--- src/rtl/urm_pkg.sv ---
// ----------------------------------------------------------------------------
// urm_pkg
// Shared types, constants and helpers for the ultrasonic range median filter.
// ----------------------------------------------------------------------------
package urm_pkg;

    // Field widths
    localparam int WIDTH_W = 16;     // echo pulse width, us
    localparam int SPEED_W = 9;      // speed of sound, m/s
    localparam int DIST_W  = 14;     // distance, mm
    localparam int WSIZE_W = 4;      // window size register

    // Median window depth and derived index widths
    localparam int MAX_WINDOW = 9;
    localparam int SLOT_W     = $clog2(MAX_WINDOW);
    localparam int WIN_W      = $clog2(MAX_WINDOW + 1);

    // width * speed, then floor(x / 2000) as (x * RECIP_MULT) >> RECIP_SHIFT.
    // RECIP_MULT = ceil(2^36 / 2000); the rounding error times the largest
    // product stays below 2^36, so the quotient is exact without correction.
    localparam int PROD_W       = WIDTH_W + SPEED_W;
    localparam int RECIP_W      = 26;
    localparam int RECIP_SHIFT  = 36;
    localparam int RECIP_PROD_W = PROD_W + RECIP_W;
    localparam int QUOT_W       = RECIP_PROD_W - RECIP_SHIFT;
    localparam logic [RECIP_W-1:0] RECIP_MULT = 26'd34359739;

    // Register map
    localparam int APB_ADDR_W = 4;
    localparam int APB_DATA_W = 32;
    localparam int REG_IDX_W  = 2;
    localparam logic [REG_IDX_W-1:0] REG_SPEED  = 2'd0;
    localparam logic [REG_IDX_W-1:0] REG_MIN    = 2'd1;
    localparam logic [REG_IDX_W-1:0] REG_MAX    = 2'd2;
    localparam logic [REG_IDX_W-1:0] REG_WINDOW = 2'd3;

    // Register reset values
    localparam logic [SPEED_W-1:0] SPEED_RST  = 9'd343;
    localparam logic [DIST_W-1:0]  MIN_RST    = 14'd20;
    localparam logic [DIST_W-1:0]  MAX_RST    = 14'd4000;
    localparam logic [WSIZE_W-1:0] WINDOW_RST = 4'd3;

    // Input word: one ping
    typedef struct packed {
        logic               echo_seen;
        logic [WIDTH_W-1:0] pulse_width_us;
    } ping_t;

    // Output word: one range report
    typedef struct packed {
        logic [DIST_W-1:0] distance_mm;
        logic              distance_valid;
        logic              from_median;
    } range_t;

    // Configuration registers
    typedef struct packed {
        logic [SPEED_W-1:0] sound_speed_mps;
        logic [DIST_W-1:0]  min_range_mm;
        logic [DIST_W-1:0]  max_range_mm;
        logic [WSIZE_W-1:0] window_size;
    } cfg_t;

    // Converted distance on its way to the window stage
    typedef struct packed {
        logic              vld;
        logic              echo;
        logic [QUOT_W-1:0] dist_mm;
    } dist_stage_t;

    // Reading after the window stage
    typedef struct packed {
        logic              vld;
        logic [DIST_W-1:0] value;
        logic              valid;
        logic              med;
    } mid_stage_t;

    // Ring of stored distances
    typedef logic [MAX_WINDOW-1:0][DIST_W-1:0] ring_t;

    // Effective window: zero acts as one, even raised by one, capped at depth
    function automatic logic [WIN_W-1:0] eff_window(input logic [WSIZE_W-1:0] ws);
        logic [WSIZE_W:0] w;
        w = {1'b0, ws};
        if (w == '0)
        begin
            w = (WSIZE_W+1)'(1);
        end
        if (!w[0])
        begin
            w = w + (WSIZE_W+1)'(1);
        end
        if (w > (WSIZE_W+1)'(MAX_WINDOW))
        begin
            w = (WSIZE_W+1)'(MAX_WINDOW);
        end
        return w[WIN_W-1:0];
    endfunction

endpackage

--- src/rtl/urm_dist.sv ---
// ----------------------------------------------------------------------------
// urm_dist
// Input register and distance conversion: pulse width times sound speed,
// then an exact divide by 2000 through a reciprocal multiply.
// ----------------------------------------------------------------------------
module urm_dist (
    input  logic                  clk,
    input  logic                  rst_n,
    input  logic                  ping_valid,
    output logic                  ping_stall,
    input  urm_pkg::ping_t        ping,
    input  logic [urm_pkg::SPEED_W-1:0] sound_speed_mps,
    input  logic                  take_dist,
    output urm_pkg::dist_stage_t  dist_stage
);
    import urm_pkg::*;

    logic               in_vld_reg;
    ping_t              in_reg;
    logic               prod_vld_reg;
    logic               prod_echo_reg;
    logic [PROD_W-1:0]  prod_reg;
    logic [PROD_W-1:0]  prod_next;
    logic               dist_vld_reg;
    logic               dist_echo_reg;
    logic [QUOT_W-1:0]  dist_reg;
    logic [RECIP_PROD_W-1:0] recip_prod;
    logic               en_in;
    logic               en_prod;
    logic               en_dist;

    // Each stage loads when empty or when the next one takes its word
    assign en_dist    = !dist_vld_reg || take_dist;
    assign en_prod    = !prod_vld_reg || en_dist;
    assign en_in      = !in_vld_reg || en_prod;
    assign ping_stall = !en_in;

    // Multiply width by sound speed
    assign prod_next = PROD_W'(in_reg.pulse_width_us) * PROD_W'(sound_speed_mps);

    // Divide by 2000 through the reciprocal
    assign recip_prod = RECIP_PROD_W'(prod_reg) * RECIP_PROD_W'(RECIP_MULT);

    // Stage occupancy
    always_ff @(posedge clk or negedge rst_n)
    begin
        if (!rst_n)
        begin
            in_vld_reg   <= 1'b0;
            prod_vld_reg <= 1'b0;
            dist_vld_reg <= 1'b0;
        end
        else
        begin
            if (en_in)
            begin
                in_vld_reg <= ping_valid;
            end
            if (en_prod)
            begin
                prod_vld_reg <= in_vld_reg;
            end
            if (en_dist)
            begin
                dist_vld_reg <= prod_vld_reg;
            end
        end
    end

    // Stage payloads
    always_ff @(posedge clk)
    begin
        if (en_in && ping_valid)
        begin
            in_reg <= ping;
        end
        if (en_prod && in_vld_reg)
        begin
            prod_reg      <= prod_next;
            prod_echo_reg <= in_reg.echo_seen;
        end
        if (en_dist && prod_vld_reg)
        begin
            dist_reg      <= recip_prod[RECIP_SHIFT +: QUOT_W];
            dist_echo_reg <= prod_echo_reg;
        end
    end

    assign dist_stage.vld     = dist_vld_reg;
    assign dist_stage.echo    = dist_echo_reg;
    assign dist_stage.dist_mm = dist_reg;

endmodule

--- src/rtl/urm_window.sv ---
// ----------------------------------------------------------------------------
// urm_window
// Range check and ring update: valid distances enter a ring of the last W
// values; flags whether the word leaves as the window median.
// ----------------------------------------------------------------------------
module urm_window (
    input  logic                  clk,
    input  logic                  rst_n,
    input  urm_pkg::cfg_t         cfg,
    input  logic                  win_clear,
    input  urm_pkg::dist_stage_t  dist_stage,
    output logic                  take_dist,
    input  logic                  take_mid,
    output urm_pkg::mid_stage_t   mid_stage,
    output urm_pkg::ring_t        ring,
    output logic [urm_pkg::WIN_W-1:0] win_len
);
    import urm_pkg::*;

    ring_t              store_reg;
    logic [WIN_W-1:0]   fill_reg;
    logic [WIN_W-1:0]   fill_next;
    logic [SLOT_W-1:0]  oldest_reg;
    logic [SLOT_W-1:0]  oldest_next;
    logic               mid_vld_reg;
    logic [DIST_W-1:0]  mid_value_reg;
    logic               mid_valid_reg;
    logic               mid_med_reg;
    logic               en_mid;
    logic               move;
    logic               in_range;
    logic               filter_on;
    logic               wr_en;
    logic [WIN_W:0]     wrap_sum;
    logic [SLOT_W-1:0]  wr_slot;
    logic [SLOT_W-1:0]  oldest_wrap;
    logic [WIN_W:0]     oldest_inc;

    assign win_len   = eff_window(cfg.window_size);
    assign filter_on = win_len > WIN_W'(1);

    // Advance when empty or when the output side takes the word
    assign en_mid    = !mid_vld_reg || take_mid;
    assign take_dist = en_mid;
    assign move      = en_mid && dist_stage.vld;

    // Range check
    assign in_range = dist_stage.echo
                   && (dist_stage.dist_mm >= QUOT_W'(cfg.min_range_mm))
                   && (dist_stage.dist_mm <= QUOT_W'(cfg.max_range_mm));

    assign wr_en = move && filter_on && in_range;

    // Pick the slot: append while filling, else overwrite the oldest
    always_comb
    begin
        wrap_sum    = (WIN_W+1)'(oldest_reg) + (WIN_W+1)'(fill_reg);
        oldest_wrap = oldest_reg;
        oldest_next = oldest_reg;
        fill_next   = fill_reg;
        if ((WIN_W+1)'(oldest_reg) >= (WIN_W+1)'(win_len))
        begin
            oldest_wrap = SLOT_W'((WIN_W+1)'(oldest_reg) - (WIN_W+1)'(win_len));
        end
        oldest_inc = (WIN_W+1)'(oldest_wrap) + (WIN_W+1)'(1);
        if (fill_reg < win_len)
        begin
            if (wrap_sum >= (WIN_W+1)'(win_len))
            begin
                wrap_sum = wrap_sum - (WIN_W+1)'(win_len);
            end
            wr_slot = SLOT_W'(wrap_sum);
            if (wr_en)
            begin
                fill_next = fill_reg + WIN_W'(1);
            end
        end
        else
        begin
            wr_slot = oldest_wrap;
            if (wr_en)
            begin
                if (oldest_inc == (WIN_W+1)'(win_len))
                begin
                    oldest_next = '0;
                end
                else
                begin
                    oldest_next = SLOT_W'(oldest_inc);
                end
            end
        end
    end

    // Ring bookkeeping and stage occupancy
    always_ff @(posedge clk or negedge rst_n)
    begin
        if (!rst_n)
        begin
            fill_reg    <= '0;
            oldest_reg  <= '0;
            mid_vld_reg <= 1'b0;
        end
        else
        begin
            if (win_clear)
            begin
                fill_reg   <= '0;
                oldest_reg <= '0;
            end
            else
            begin
                fill_reg   <= fill_next;
                oldest_reg <= oldest_next;
            end
            if (en_mid)
            begin
                mid_vld_reg <= dist_stage.vld;
            end
        end
    end

    // Ring storage and stage payload
    always_ff @(posedge clk)
    begin
        if (wr_en)
        begin
            store_reg[wr_slot] <= dist_stage.dist_mm[DIST_W-1:0];
        end
        if (move)
        begin
            mid_value_reg <= in_range ? dist_stage.dist_mm[DIST_W-1:0] : '0;
            mid_valid_reg <= in_range;
            mid_med_reg   <= filter_on && (fill_next == win_len);
        end
    end

    assign ring            = store_reg;
    assign mid_stage.vld   = mid_vld_reg;
    assign mid_stage.value = mid_value_reg;
    assign mid_stage.valid = mid_valid_reg;
    assign mid_stage.med   = mid_med_reg;

    // Fill never passes the window
    a_fill_bound: assert property (@(posedge clk) disable iff (!rst_n)
        fill_reg <= win_len)
        else $error("window fill above window length");

    // Oldest slot stays inside the window
    a_oldest_bound: assert property (@(posedge clk) disable iff (!rst_n)
        (oldest_reg == '0) || ((WIN_W+1)'(oldest_reg) < (WIN_W+1)'(win_len)))
        else $error("oldest slot outside window");

    // Ring only changes when a word moves forward
    a_write_on_move: assert property (@(posedge clk) disable iff (!rst_n)
        !move |=> $stable(fill_reg) || $past(win_clear))
        else $error("ring fill changed without a word");

endmodule

--- src/rtl/urm_median.sv ---
// ----------------------------------------------------------------------------
// urm_median
// Median select by rank counting over the ring, and the output register.
// ----------------------------------------------------------------------------
module urm_median (
    input  logic                  clk,
    input  logic                  rst_n,
    input  urm_pkg::mid_stage_t   mid_stage,
    input  urm_pkg::ring_t        ring,
    input  logic [urm_pkg::WIN_W-1:0] win_len,
    output logic                  take_mid,
    output logic                  range_valid,
    input  logic                  range_stall,
    output urm_pkg::range_t       range
);
    import urm_pkg::*;

    logic                   out_vld_reg;
    range_t                 out_reg;
    range_t                 out_next;
    logic [WIN_W-1:0]       mid_rank;
    logic [MAX_WINDOW-1:0]  hit;
    logic [DIST_W-1:0]      med_value;
    logic                   en_out;

    assign en_out   = !out_vld_reg || !range_stall;
    assign take_mid = en_out;

    // Rank each live slot (ties broken by slot order), pick rank W/2
    always_comb
    begin
        logic [WIN_W-1:0] rank;
        mid_rank  = win_len >> 1;
        hit       = '0;
        med_value = '0;
        for (int i = 0; i < MAX_WINDOW; i++)
        begin
            rank = '0;
            for (int j = 0; j < MAX_WINDOW; j++)
            begin
                if ((WIN_W'(j) < win_len)
                    && ((ring[j] < ring[i]) || ((ring[j] == ring[i]) && (j < i))))
                begin
                    rank = rank + WIN_W'(1);
                end
            end
            hit[i] = (WIN_W'(i) < win_len) && (rank == mid_rank);
            if (hit[i])
            begin
                med_value = med_value | ring[i];
            end
        end
    end

    // Replace the reading by the median once the ring is full
    always_comb
    begin
        out_next.distance_mm    = mid_stage.med ? med_value : mid_stage.value;
        out_next.distance_valid = mid_stage.med || mid_stage.valid;
        out_next.from_median    = mid_stage.med;
    end

    always_ff @(posedge clk or negedge rst_n)
    begin
        if (!rst_n)
        begin
            out_vld_reg <= 1'b0;
        end
        else if (en_out)
        begin
            out_vld_reg <= mid_stage.vld;
        end
    end

    // Hold the word while stalled
    always_ff @(posedge clk)
    begin
        if (en_out && mid_stage.vld)
        begin
            out_reg <= out_next;
        end
    end

    assign range_valid = out_vld_reg;
    assign range       = out_reg;

    // A full ring has exactly one slot at the median rank
    a_one_median: assert property (@(posedge clk) disable iff (!rst_n)
        (mid_stage.vld && mid_stage.med) |-> $onehot(hit))
        else $error("median select not unique");

    // A median word is always a valid distance
    a_median_valid: assert property (@(posedge clk) disable iff (!rst_n)
        (range_valid && range.from_median) |-> range.distance_valid)
        else $error("median word flagged invalid");

endmodule

--- src/rtl/ultrasonic_range_median_top.sv ---
// ----------------------------------------------------------------------------
// ultrasonic_range_median_top
// Ultrasonic ping to distance converter with a sliding median filter.
//
// Input channel (ping_valid / ping_stall / ping): one word per echo result,
// echo flag and pulse width in microseconds. Output channel (range_valid /
// range_stall / range): one word per ping, distance in mm, valid flag and a
// flag telling whether the value is the window median.
// A word is taken at an edge with valid high and stall low.
// Throughput: one word per cycle while range_stall is low; five register
// stages (input, product, reciprocal divide, window, output) each hold one word.
// When the receiver stalls, the output word holds and the upstream stages
// keep filling their empty slots; ping_stall rises once all are occupied.
// Reset empties the pipeline and the ring and loads the register defaults
// (343 m/s, 20 mm, 4000 mm, window 3). Writing the window register empties
// the ring. Registers sit on an APB-style port at byte addresses 0, 4, 8, 12;
// the user must write them only while no ping is in flight; it is not enforced.
// ----------------------------------------------------------------------------
module ultrasonic_range_median_top (
    input  logic                  clk,
    input  logic                  rst_n,
    input  logic                  ping_valid,
    output logic                  ping_stall,
    input  urm_pkg::ping_t        ping,
    output logic                  range_valid,
    input  logic                  range_stall,
    output urm_pkg::range_t       range,
    input  logic                  psel,
    input  logic                  penable,
    input  logic                  pwrite,
    input  logic [urm_pkg::APB_ADDR_W-1:0] paddr,
    input  logic [urm_pkg::APB_DATA_W-1:0] pwdata,
    output logic [urm_pkg::APB_DATA_W-1:0] prdata,
    output logic                  pready
);
    import urm_pkg::*;

    cfg_t                cfg_reg;
    logic                cfg_wr;
    logic                win_clear;
    logic [REG_IDX_W-1:0] reg_idx;
    dist_stage_t         dist_stage;
    mid_stage_t          mid_stage;
    ring_t               ring;
    logic [WIN_W-1:0]    win_len;
    logic                take_dist;
    logic                take_mid;

    assign pready    = 1'b1;
    assign reg_idx   = paddr[APB_ADDR_W-1 -: REG_IDX_W];
    assign cfg_wr    = psel && penable && pwrite && pready;
    assign win_clear = cfg_wr && (reg_idx == REG_WINDOW);

    // Register writes
    always_ff @(posedge clk or negedge rst_n)
    begin
        if (!rst_n)
        begin
            cfg_reg.sound_speed_mps <= SPEED_RST;
            cfg_reg.min_range_mm    <= MIN_RST;
            cfg_reg.max_range_mm    <= MAX_RST;
            cfg_reg.window_size     <= WINDOW_RST;
        end
        else if (cfg_wr)
        begin
            case (reg_idx)
                REG_SPEED:  cfg_reg.sound_speed_mps <= pwdata[SPEED_W-1:0];
                REG_MIN:    cfg_reg.min_range_mm    <= pwdata[DIST_W-1:0];
                REG_MAX:    cfg_reg.max_range_mm    <= pwdata[DIST_W-1:0];
                REG_WINDOW: cfg_reg.window_size     <= pwdata[WSIZE_W-1:0];
                default:    cfg_reg                 <= cfg_reg;
            endcase
        end
    end

    // Register reads
    always_comb
    begin
        case (reg_idx)
            REG_SPEED:  prdata = APB_DATA_W'(cfg_reg.sound_speed_mps);
            REG_MIN:    prdata = APB_DATA_W'(cfg_reg.min_range_mm);
            REG_MAX:    prdata = APB_DATA_W'(cfg_reg.max_range_mm);
            REG_WINDOW: prdata = APB_DATA_W'(cfg_reg.window_size);
            default:    prdata = '0;
        endcase
    end

    urm_dist u_dist (
        .clk             (clk),
        .rst_n           (rst_n),
        .ping_valid      (ping_valid),
        .ping_stall      (ping_stall),
        .ping            (ping),
        .sound_speed_mps (cfg_reg.sound_speed_mps),
        .take_dist       (take_dist),
        .dist_stage      (dist_stage)
    );

    urm_window u_window (
        .clk        (clk),
        .rst_n      (rst_n),
        .cfg        (cfg_reg),
        .win_clear  (win_clear),
        .dist_stage (dist_stage),
        .take_dist  (take_dist),
        .take_mid   (take_mid),
        .mid_stage  (mid_stage),
        .ring       (ring),
        .win_len    (win_len)
    );

    urm_median u_median (
        .clk         (clk),
        .rst_n       (rst_n),
        .mid_stage   (mid_stage),
        .ring        (ring),
        .win_len     (win_len),
        .take_mid    (take_mid),
        .range_valid (range_valid),
        .range_stall (range_stall),
        .range       (range)
    );

endmodule
--- config.mk ---
export PLATFORM = sky130hd
export DESIGN_NAME = ultrasonic_range_median_top
export DESIGN_NICKNAME = d
export VERILOG_FILES = /design/src/rtl/urm_pkg.sv /design/src/rtl/urm_dist.sv /design/src/rtl/urm_window.sv /design/src/rtl/urm_median.sv /design/src/rtl/ultrasonic_range_median_top.sv
export SDC_FILE = /design/constraint.sdc
export NUM_CORES = 2
export LEC_CHECK = 0
export ABC_CLOCK_PERIOD_IN_PS = 11900
export BUFFER_PORTS_ARGS = -buffer_cell sky130_fd_sc_hd__buf_2
export CORE_UTILIZATION = 30
export CTS_BUF_LIST = sky130_fd_sc_hd__clkbuf_8 sky130_fd_sc_hd__clkbuf_16
export CTS_CLUSTER_SIZE = 16
export DETAILED_ROUTE_END_ITERATION = 10
export GPL_ROUTABILITY_DRIVEN = 0
export PLACE_DENSITY_LB_ADDON = 0.08
export SYNTH_ARGS = -nofsm -noshare
export SYNTH_HDL_FRONTEND = slang
export SYNTH_SLANG_ARGS = --single-unit
--- constraint.sdc ---
create_clock -name clk -period 11.9 [get_ports clk]
set_input_delay 1.785 -clock clk [delete_from_list [all_inputs] [get_ports clk]]
set_output_delay 1.785 -clock clk [all_outputs]
set_load 0.1 [all_outputs]
==> results.sh <==
export IMPL_worstPathRequired_ns=12.19
export IMPL_yosys_warnings=0
export IMPL_worst_pin_slew_ns=1.20
export IMPL_yosysSeqAreaShare_pct=18.6
export IMPL_hpwl_um=129000
export IMPL_cp_start_kind="register"
export IMPL_status="completed"
export IMPL_cts_root_buf="clkbuf_16"
export IMPL_grt_pass1_vias=34100
export IMPL_clock_latency_ns=0.57
export IMPL_drt_wl_total_um=161000
export IMPL_fin_crit_sh_pct=74.8
export IMPL_seq_area_mm2=0.00789
export IMPL_detail_route_antenna_nets=0
export IMPL_io_pins=111
export IMPL_dr_pass1_iters=5
export IMPL_critPathTopFamily="compound AO/OA/AOI/OAI gates"
export IMPL_syn_area_per_cell_um2=9.54
export IMPL_yosysMostFrequentCell="ha_1"
export IMPL_drv_cap=0
export IMPL_route_detailed_drc=0
export IMPL_wire_per_inst_um=25.0
export IMPL_grt_ovfl_total=0
export IMPL_max_freq_mhz=112
export IMPL_max_slew_margin_rel_pct=19.2
export IMPL_design_area_mm2=0.0466
export IMPL_synth_top_cells_by_area="ha_1, edfxtp_1, fa_1"
export IMPL_largest_reg_flops=126
export IMPL_hold_viol=0
export IMPL_clk_pin_slew_ns=0.06
export IMPL_synth_seq_cells=271
export IMPL_area_growth_pct=10.1
export IMPL_critPathMaxStageDelay_ns=0.88
export IMPL_synth_cell_types=108
export IMPL_grt_pass1_wl_um=235000
export IMPL_multiInputGateArea_mm2=0.0316
export IMPL_antenna_found_initial=7
export IMPL_die_width_um=378
export IMPL_rsz0062_at_grt="false"
export IMPL_cts_tree="yes"
export IMPL_synth_area_leader_cell="ha_1"
export IMPL_worst_path_max_delay_cell="a211oi_4"
export IMPL_cts_sinks=271
export IMPL_die_area_mm2=0.143
export IMPL_grtUsageTotal_pct=22.7
export IMPL_fin_worst_skew_ns=0.0330
export IMPL_finalCriticalPeriod_ns=8.90
export IMPL_async_flop_share_pct=19.9
export IMPL_drv_slew=0
export IMPL_grt_max_degree=55
export IMPL_hold_class="reg2reg"
export IMPL_criticalPathCategory="reg2reg"
export IMPL_coreArea_mm2=0.140
export IMPL_path_buf_inv=3
export IMPL_cpMostUsedCell="ha_1"
export IMPL_drtIter0Drc=1965
export IMPL_crit_arrival_ns=9.18
export IMPL_drive_above_1_share_pct=7.60
export IMPL_cts_made_buffers=38
export IMPL_hold_buffers=0
export IMPL_syn_area_mm2=0.0424
export IMPL_rows=137
export IMPL_cts_setup_buffers=0
export IMPL_critPathMaxFanout=14
export IMPL_layout_nets=5821
export IMPL_via_per_inst=5.19
export IMPL_netlist_instances=4440
export IMPL_cts_htree_levels=2
export IMPL_post_cts_resized=0
export IMPL_totalNegativeSetupSlack_ns=0
export IMPL_num_vias=33500
export IMPL_endpoint_kind="register"
export IMPL_synth_common_cells="ha_1, inv_1, nand2_1, fa_1, a21oi_1"
export IMPL_synth_flop_cell="edfxtp_1"
export IMPL_place_area_mm2=0.0453
export IMPL_clk_path_buf_depth=3
export IMPL_finalSetupViolations=0
export IMPL_die_h_um=378
export IMPL_initial_core_util_pct=30.3
export IMPL_nFillCells=14600
export IMPL_synth_edf_count=217
export IMPL_port_buffer_count=71
export IMPL_synth_top_cell_area_share_pct=26.8
worst paths after layout:
| kind | from | to | slack [ns] | depth (start not counted) |
|---|---|---|---|---|
| worst min register to register | u_dist.prod_echo_reg | u_dist.dist_echo_reg | 0.43 | 0 |
| worst min-delay path | u_dist.prod_echo_reg | u_dist.dist_echo_reg | 0.43 | 0 |
| worst max-delay path | u_window.ring[23] | u_median.range[3] | 3.00 | 31 |
| min in group asynchronous | rst_n | u_median.range_valid | 1.36 | 2 |
| max in group asynchronous | rst_n | cfg_reg[3] | 9.95 | 2 |
| worst max register to register | u_window.ring[23] | u_median.range[3] | 3.00 | 31 |
metrics by stage:
stage | worst slack, ns | cells | utilization, % | hold slack (ns)
final | 3.00 | 6454 | 33.3 | 0.427
after global routing | 2.68 | 6453 | 33.3 | 0.436
after CTS | 3.13 | 6453 | 33.3 | 0.435
after detailed placement | 3.21 | 6385 | 32.4 | 0.430
after global placement | 3.24 | 6385 | 32.4 | 0.429
after floorplan | 5.00 | 4457 | - | 0.400
cell type report:
class                   count  area share [%]
diodes                      1         0.00537
multi-input cells        3423            67.8
clock buffers              41            2.20
inverters                 655            5.27
repair buffers            160            2.19
flip-flops and latches    271            16.9
clock inverters            27           0.569
well taps                1876            5.03
worst reg2reg max path: cells and delay by family, from the launching register on:
kind            cells  cell delay, ns
compound gates     10            3.49
fa+ha+maj           6            1.80
simple gates        9            1.59
flops               1            0.70
xor+xnor            2            0.56
buf+inv             3            0.34
mux                 1            0.12
kinds of logic after synthesis:
| family | after synthesis | synth area share, % |
|---|---|---|
| mux | 58 | 1.59 |
| other cells | 2 | 0.0177 |
| xor+xnor | 155 | 4.00 |
| buf+inv | 763 | 7.00 |
| flops | 271 | 18.6 |
| simple gates | 1077 | 13.1 |
| compound gates | 902 | 14.4 |
| fa+ha+maj | 1212 | 41.2 |
per-layer routing:
| layer | track usage [%] | routed length, um | up-vias |
|---|---|---|---|
| met2 | 39.8 | 78700 | 735 |
| li1 | - | - | 16000 |
| met1 | 28.2 | 68900 | 16500 |
| met4 | 10.2 | 8250 | 2 |
| met3 | 1.82 | 5580 | 235 |
| met5 | 0 | 8 | - |
cell usage in the layout, fill, tap and decap left out, drive strengths merged, types with 24 or more instances in the layout:
cell type  instances
ha               906
inv              663
nand2            310
fa               306
a21oi            257
edfxtp           217
nor2             169
buf              160
o21ai            157
xnor2             95
and2              90
nand3             87
nand4             86
a21o              78
nor3              61
nor2b             53
a211oi            53
and3              52
nand2b            50
clkbuf            41
xor2              41
o21a              39
dfrtp             38
o211ai            36
mux2              36
a31oi             35
a41oi             31
and4              25
a22o              24
Power is not shown: default switching activity piles up to over one toggle a cycle in this logic, so the estimate is an artifact.
